## src/upd_pkg.sv

```systemverilog
`timescale 1ns / 1ps
`default_nettype none
// ----------------------------------------------------------------------------
// URL percent decoder package
// Shared types and constants for the front, queue and back of the decoder.
// ----------------------------------------------------------------------------
package upd_pkg;

  localparam int QUEUE_DEPTH_DEF = 4;

  localparam logic [7:0] CHAR_PERCENT = 8'h25;
  localparam logic [7:0] CHAR_PLUS    = 8'h2B;
  localparam logic [7:0] CHAR_SPACE   = 8'h20;
  localparam logic [7:0] CHAR_ZERO    = 8'h30;
  localparam logic [7:0] CHAR_NINE    = 8'h39;
  localparam logic [7:0] CHAR_LC_A    = 8'h61;
  localparam logic [7:0] CHAR_LC_F    = 8'h66;
  localparam logic [7:0] CHAR_UC_A    = 8'h41;
  localparam logic [7:0] CHAR_UC_F    = 8'h46;
  localparam logic [3:0] HEX_ALPHA_BASE = 4'd10;

  typedef enum logic [1:0] {
    PH_IDLE = 2'd0,
    PH_PCT  = 2'd1,
    PH_HEX1 = 2'd2,
    PH_DROP = 2'd3
  } phase_t;

  typedef struct packed {
    logic [7:0] ch;
    logic       eos;
    logic       is_pct;
    logic       is_plus;
    logic       is_hex;
    logic [3:0] hex_val;
  } item_t;

endpackage
`default_nettype wire

```

## src/url_percent_decoder_top.sv

```systemverilog
`timescale 1ns / 1ps
`default_nettype none
// ----------------------------------------------------------------------------
// URL percent decoder
// Decodes percent escapes and optional plus signs in a character stream.
// ----------------------------------------------------------------------------
// A character accepted into the queue is written to a queue entry; the back
// takes the queue head directly and registers the result beat from it.
// Throughput: one character per cycle while the queue is not full and the
// consumer does not stall the result beat. Synchronous reset empties the
// queue, returns the escape state to idle and clears the plus-to-space mode.
module url_percent_decoder_top
  import upd_pkg::*;
#(
  parameter int QUEUE_DEPTH = QUEUE_DEPTH_DEF
)
(
  input  wire logic       clk,
  input  wire logic       rst,
  input  wire logic       in_valid,
  output logic            in_stall,
  input  wire logic [7:0] in_char,
  input  wire logic       end_of_string,
  output logic            out_valid,
  input  wire logic       out_stall,
  output logic [7:0]      out_byte,
  output logic            byte_valid,
  output logic            string_done,
  output logic            status,
  input  wire logic       cfg_valid,
  output logic            cfg_ready,
  input  wire logic       cfg_data
);

  logic  plus_to_space;
  logic  push;
  item_t push_item;
  logic  queue_full;
  logic  q_valid;
  item_t q_item;
  logic  pop;

  assign cfg_ready = 1'b1;

  always_ff @(posedge clk) begin
    if (rst) begin
      plus_to_space <= 1'b0;
    end else if (cfg_valid && cfg_ready) begin
      plus_to_space <= cfg_data;
    end
  end

  upd_front u_front (
    .in_valid      (in_valid),
    .in_stall      (in_stall),
    .in_char       (in_char),
    .end_of_string (end_of_string),
    .push          (push),
    .push_item     (push_item),
    .queue_full    (queue_full)
  );

  upd_queue #(
    .DEPTH (QUEUE_DEPTH)
  ) u_queue (
    .clk       (clk),
    .rst       (rst),
    .push      (push),
    .push_item (push_item),
    .full      (queue_full),
    .pop_valid (q_valid),
    .pop_item  (q_item),
    .pop       (pop)
  );

  upd_back u_back (
    .clk           (clk),
    .rst           (rst),
    .plus_to_space (plus_to_space),
    .item_valid    (q_valid),
    .item          (q_item),
    .pop           (pop),
    .out_valid     (out_valid),
    .out_stall     (out_stall),
    .out_byte      (out_byte),
    .byte_valid    (byte_valid),
    .string_done   (string_done),
    .status        (status)
  );

  assert property (@(posedge clk) disable iff (rst)
    out_valid && status |-> string_done && !byte_valid)
    else $error("error beat must close the string without a byte");

  assert property (@(posedge clk) disable iff (rst)
    out_valid && !byte_valid |-> status)
    else $error("beat without a byte must carry an error status");

  assert property (@(posedge clk)
    rst |=> !out_valid && !in_stall)
    else $error("outputs not idle after reset");

endmodule
`default_nettype wire

```

## src/upd_front.sv

```systemverilog
`timescale 1ns / 1ps
`default_nettype none
// ----------------------------------------------------------------------------
// URL percent decoder front
// Accepts input beats and classifies each character for the back.
// ----------------------------------------------------------------------------
module upd_front
  import upd_pkg::*;
(
  input  wire logic       in_valid,
  output logic            in_stall,
  input  wire logic [7:0] in_char,
  input  wire logic       end_of_string,
  output logic            push,
  output item_t           push_item,
  input  wire logic       queue_full
);

  logic       is_digit;
  logic       is_lower;
  logic       is_upper;
  logic [7:0] offset;

  always_comb begin
    is_digit = (in_char >= CHAR_ZERO) && (in_char <= CHAR_NINE);
    is_lower = (in_char >= CHAR_LC_A) && (in_char <= CHAR_LC_F);
    is_upper = (in_char >= CHAR_UC_A) && (in_char <= CHAR_UC_F);
    if (is_digit) begin
      offset = in_char - CHAR_ZERO;
    end else if (is_lower) begin
      offset = in_char - CHAR_LC_A + {4'd0, HEX_ALPHA_BASE};
    end else if (is_upper) begin
      offset = in_char - CHAR_UC_A + {4'd0, HEX_ALPHA_BASE};
    end else begin
      offset = 8'd0;
    end
    push_item.ch      = in_char;
    push_item.eos     = end_of_string;
    push_item.is_pct  = (in_char == CHAR_PERCENT);
    push_item.is_plus = (in_char == CHAR_PLUS);
    push_item.is_hex  = is_digit || is_lower || is_upper;
    push_item.hex_val = offset[3:0];
  end

  assign in_stall = queue_full;
  assign push     = in_valid && !queue_full;

endmodule
`default_nettype wire

```

## src/upd_queue.sv

```systemverilog
`timescale 1ns / 1ps
`default_nettype none
// ----------------------------------------------------------------------------
// URL percent decoder queue
// Short first-in first-out queue of classified characters.
// ----------------------------------------------------------------------------
module upd_queue
  import upd_pkg::*;
#(
  parameter int DEPTH = QUEUE_DEPTH_DEF
)
(
  input  wire logic  clk,
  input  wire logic  rst,
  input  wire logic  push,
  input  wire item_t push_item,
  output logic       full,
  output logic       pop_valid,
  output item_t      pop_item,
  input  wire logic  pop
);

  localparam int AW = (DEPTH > 1) ? $clog2(DEPTH) : 1;
  localparam int CW = $clog2(DEPTH + 1);
  localparam logic [AW-1:0] LAST = AW'(DEPTH - 1);
  localparam logic [CW-1:0] FULL_COUNT = CW'(DEPTH);

  item_t         entries [DEPTH];
  logic [AW-1:0] wr_ptr;
  logic [AW-1:0] rd_ptr;
  logic [CW-1:0] count;

  assign full      = (count == FULL_COUNT);
  assign pop_valid = (count != '0);
  assign pop_item  = entries[rd_ptr];

  always_ff @(posedge clk) begin
    if (push) begin
      entries[wr_ptr] <= push_item;
    end
  end

  always_ff @(posedge clk) begin
    if (rst) begin
      wr_ptr <= '0;
      rd_ptr <= '0;
      count  <= '0;
    end else begin
      if (push) begin
        wr_ptr <= (wr_ptr == LAST) ? '0 : wr_ptr + 1'b1;
      end
      if (pop) begin
        rd_ptr <= (rd_ptr == LAST) ? '0 : rd_ptr + 1'b1;
      end
      if (push && !pop) begin
        count <= count + 1'b1;
      end else if (pop && !push) begin
        count <= count - 1'b1;
      end
    end
  end

endmodule
`default_nettype wire

```

## src/upd_back.sv

```systemverilog
`timescale 1ns / 1ps
`default_nettype none
// ----------------------------------------------------------------------------
// URL percent decoder back
// Runs the escape state machine and holds the result beat for the consumer.
// ----------------------------------------------------------------------------
module upd_back
  import upd_pkg::*;
(
  input  wire logic       clk,
  input  wire logic       rst,
  input  wire logic       plus_to_space,
  input  wire logic       item_valid,
  input  wire item_t      item,
  output logic            pop,
  output logic            out_valid,
  input  wire logic       out_stall,
  output logic [7:0]      out_byte,
  output logic            byte_valid,
  output logic            string_done,
  output logic            status
);

  phase_t     phase;
  phase_t     phase_next;
  logic [3:0] high_nibble;
  logic [3:0] high_nibble_next;
  logic       emit;
  logic [7:0] r_byte;
  logic       r_valid;
  logic       r_done;
  logic       r_status;

  assign pop = item_valid && (!out_valid || !out_stall);

  always_ff @(posedge clk) begin
    if (rst) begin
      phase       <= PH_IDLE;
      high_nibble <= '0;
    end else if (pop) begin
      phase       <= phase_next;
      high_nibble <= high_nibble_next;
    end
  end

  always_comb begin
    phase_next       = phase;
    high_nibble_next = high_nibble;
    emit             = 1'b0;
    r_byte           = 8'd0;
    r_valid          = 1'b0;
    r_done           = item.eos;
    r_status         = 1'b0;
    unique case (phase)
      PH_IDLE: begin
        if (item.is_pct) begin
          if (item.eos) begin
            emit     = 1'b1;
            r_status = 1'b1;
          end else begin
            phase_next = PH_PCT;
          end
        end else begin
          emit    = 1'b1;
          r_valid = 1'b1;
          r_byte  = (plus_to_space && item.is_plus) ? CHAR_SPACE : item.ch;
        end
      end
      PH_PCT: begin
        if (!item.is_hex || item.eos) begin
          emit       = item.eos;
          r_status   = 1'b1;
          phase_next = item.eos ? PH_IDLE : PH_DROP;
        end else begin
          high_nibble_next = item.hex_val;
          phase_next       = PH_HEX1;
        end
      end
      PH_HEX1: begin
        if (!item.is_hex) begin
          emit       = item.eos;
          r_status   = 1'b1;
          phase_next = item.eos ? PH_IDLE : PH_DROP;
        end else begin
          emit       = 1'b1;
          r_valid    = 1'b1;
          r_byte     = {high_nibble, item.hex_val};
          phase_next = PH_IDLE;
        end
      end
      PH_DROP: begin
        if (item.eos) begin
          emit       = 1'b1;
          r_status   = 1'b1;
          phase_next = PH_IDLE;
        end
      end
      default: begin
        phase_next = PH_IDLE;
      end
    endcase
  end

  always_ff @(posedge clk) begin
    if (rst) begin
      out_valid <= 1'b0;
    end else if (pop && emit) begin
      out_valid <= 1'b1;
    end else if (!out_stall) begin
      out_valid <= 1'b0;
    end
  end

  always_ff @(posedge clk) begin
    if (pop && emit) begin
      out_byte    <= r_byte;
      byte_valid  <= r_valid;
      string_done <= r_done;
      status      <= r_status;
    end
  end

endmodule
`default_nettype wire

```

## config.mk

```make
export PLATFORM = sky130hd
export DESIGN_NAME = url_percent_decoder_top
export DESIGN_NICKNAME = d
export VERILOG_FILES = /design/src/upd_pkg.sv /design/src/url_percent_decoder_top.sv /design/src/upd_front.sv /design/src/upd_queue.sv /design/src/upd_back.sv
export SDC_FILE = /design/constraint.sdc
export NUM_CORES = 1
export LEC_CHECK = 0
export BUFFER_PORTS_ARGS = -buffer_cell sky130_fd_sc_hd__buf_4
export CAP_MARGIN = 10
export CORE_AREA = 2 2 108 110
export CTS_CLUSTER_SIZE = 12
export DETAILED_ROUTE_END_ITERATION = 16
export DIE_AREA = 0 0 110 112
export GPL_ROUTABILITY_DRIVEN = 0
export PLACE_DENSITY_LB_ADDON = 0.05
export SYNTH_ARGS = -nofsm -noshare
export SYNTH_HDL_FRONTEND = slang
export SYNTH_SLANG_ARGS = --single-unit
```

## constraint.sdc

```tcl
create_clock -name clk -period 2.2 [get_ports clk]
set_input_delay 0.55 -clock clk [delete_from_list [all_inputs] [get_ports clk]]
set_output_delay 0.55 -clock clk [all_outputs]
set_load 0.1 [all_outputs]
```

==> qor.csv <==
metric,value,unit
initial detailed-routing violation count,78,
RSZ-0062 raised after global routing,no,
die height,112,um
Worst Skew,0.00758,ns
Setup Crit Path Kind,reg2reg,
Synth top area share,0.589,
crit path max fanout,3,
pre-CTS setup slack,0.0472,ns
most common cell in the netlist,edfxtp_1,
CTS tree,yes,
layout net count,327,
"EDFF count, synth",75,
Max Root-Sink Buffers,2,
Synth Warn #,0,
DRC Markers,0,
setup ws final,0.167,ns
"Clk pin slew, worst setup/hold paths",0.06,ns
layout cell share with drive strength beyond 1,0.290,
register-to-register setup slack,0.17,ns
post-synthesis cell type count,42,
max-cap violations,0,
drt first pass iters,4,
post-DR vias/cell,4.77,
Sink Count,92,
Synth area leaders,"edfxtp_1, dfxtp_1, mux4_2, ha_1, inv_1",
Synth area leader,edfxtp_1,
"Top FF cell, synth",edfxtp_1,
DIE AREA,0.0123,mm2
Syn Std Cell Area,0.00383,mm2
# Post-CTS Setup Buffers,0,
pin count of the biggest net entering global routing,17,
hold path cells,1,
Post-synth top cells,"edfxtp_1, inv_1, dfxtp_1",
"flops & latches, synth",92,
CTS H-tree depth,3,
Tmin final,2.03,ns
Max IR drop VDD,0.00105,V
# port buffers,27,
Syn Inst Count,253,
hold crit path type,in2reg,
initial antenna violation count,0,
r2r worst-path depth,9,
GRT Total Usage,0.131,
PwrDens,1410,mW/mm2
Die X,110,um
fin util,0.420,
ys async rst share,0,
core box area,0.0112,mm2
antenna diode count,0,
number of fill cells,1022,
via count,2148,
fmax,492,MHz
Initial Util,0.342,
Pleak,1.69,nW
run status,"finished, final reports clean",
Area growth syn-to-layout,22.6,%
hpwl dp,4.97,mm
num ports,29,
drt wl/cell,16.0,um
number of global-route vias before repair,2109,
Mean Syn Cell Area,15.1,um2
placed insts,434,
Skew-Pair Late Insertion Delay,0.34,ns
Antenna Nets Post-Route,0,
Max Slew Vio Count,0,
Worst setup EP type,flip-flop,
clock root cell,clkbuf_16,
Synth Net Count,278,
final setup fails,0,
Finished Layout Cells,450,
first-pass GRT wire length,11.7,mm
Final Hold Viols,0,
TritonCTS buffer count,9,
Post-Route WL,7.20,mm
crit path DAT,2.30,ns
sequential-to-total area share from yosys stat,0.678,
startpoint types,flip-flop,
num rows,39,
period utilization,0.924,
total grt overflow,0,
Critical Path RT,2.46,ns
[worst max-delay path, cell delays in order (launching register included)]
cell     delay [ns]
dfxtp_2        0.34
buf_4          0.14
nor3b_4        0.05
nor2b_1        0.26
ha_4           0.19
inv_2          0.04
fa_2           0.34
xor2_1         0.17
or3_1          0.31
a21oi_1        0.13
[cell type report]
cell class / count / area (um2) / area share
Multi-Input combinational cell: 131 / 1140 / 0.243
Sequential cell: 92 / 2600 / 0.555
Clock inverter: 5 / 35.0 / 0.00747
Timing Repair Buffer: 49 / 430 / 0.0918
Inverter: 19 / 71.3 / 0.0152
Tap cell: 143 / 179 / 0.0382
Clock buffer: 11 / 233 / 0.0496
[metal layers]
layer  vias to the layer above  GRT usage  part of all wire
li1                       1047          -                 -
met5                         -          0                 0
met3                         5     0.0404             0.039
met1                      1060      0.178              0.48
met4                         0     0.0582             0.013
met2                        36      0.193              0.47
[worst paths after layout]
kind                                         endpoint             startpoint
worst min-delay path            u_queue.entries[0][7]          end_of_string
worst max register to register       u_queue.count[2]       u_queue.count[0]
worst max-delay path                 u_queue.count[2]       u_queue.count[0]
worst min register to register  u_back.high_nibble[2]  u_back.high_nibble[2]
[kinds of logic (layout without fill, tap and decap cells)]
logic type,Yosys count,after routing,synth area share
AND/OR/NAND/NOR,60,60,0.0818
other,1,1,0.000980
flip-flops,92,92,0.678
AO/OA/AOI/OAI,37,37,0.0585
adder cells (fa/ha/maj),10,10,0.0347
XOR/XNOR,2,2,0.00458
buffers and inverters,30,84,0.0327
multiplexers,21,21,0.109
[report_power, final]
| part | internal, mW | total, mW | leakage (nW) | switching (mW) |
|---|---|---|---|---|
| Combinational | 0.973 | 2.78 | 0.733 | 1.80 |
| Clock | 0.771 | 1.41 | 0.130 | 0.638 |
| Sequential | 2.28 | 2.41 | 0.824 | 0.132 |
| Total | 4.02 | 6.60 | 1.69 | 2.57 |
[per-stage QoR]
step	hold WS (ns)	setup TNS [ns]	total power, mW	cell area (um2)
after floorplan	0.459	-0.702	4.47	3860
after global placement	0.475	0	5.27	4420
after detailed placement	0.477	0	5.26	4420
after CTS	0.413	0	6.69	4680
after global routing	0.420	0	6.98	4690
final	0.424	0	6.60	4690
[registers in the layout, summed over array words and instances (netlist names), named ones only]
name,cells
u_back.byte_valid,1
u_queue.rd_ptr,2
u_queue.wr_ptr,2
plus_to_space,1
u_queue.count,3
u_back.high_nibble,4
u_queue.entries,64
u_back.phase,2
u_back.out_byte,8
u_back.status,1
u_back.out_valid,1
u_back.string_done,1
[cell usage in the layout (no fill, tap or decap), drive strengths merged, types with 2 or more instances in the layout]
cell    instances
o21bai          2
dfxtp          17
inv            21
nand2b          5
and2            5
clkinv          2
a21oi          10
buf            49
mux4           16
nor2           12
a211oi          2
edfxtp         75
mux2i           5
o21ai          16
nor4            3
nand3           7
clkbuf         11
nor2b           2
ha              9
or3             3
nand2          16
xor2            2
[repair_timing]
item | 4_1_cts | 5_1_grt
hold buffers | 0 | 0
endpoints found under the setup margin | 0 | 1
gates resized for setup | 0 | 1
No activity file was read; power rests on OpenSTA's default activity.
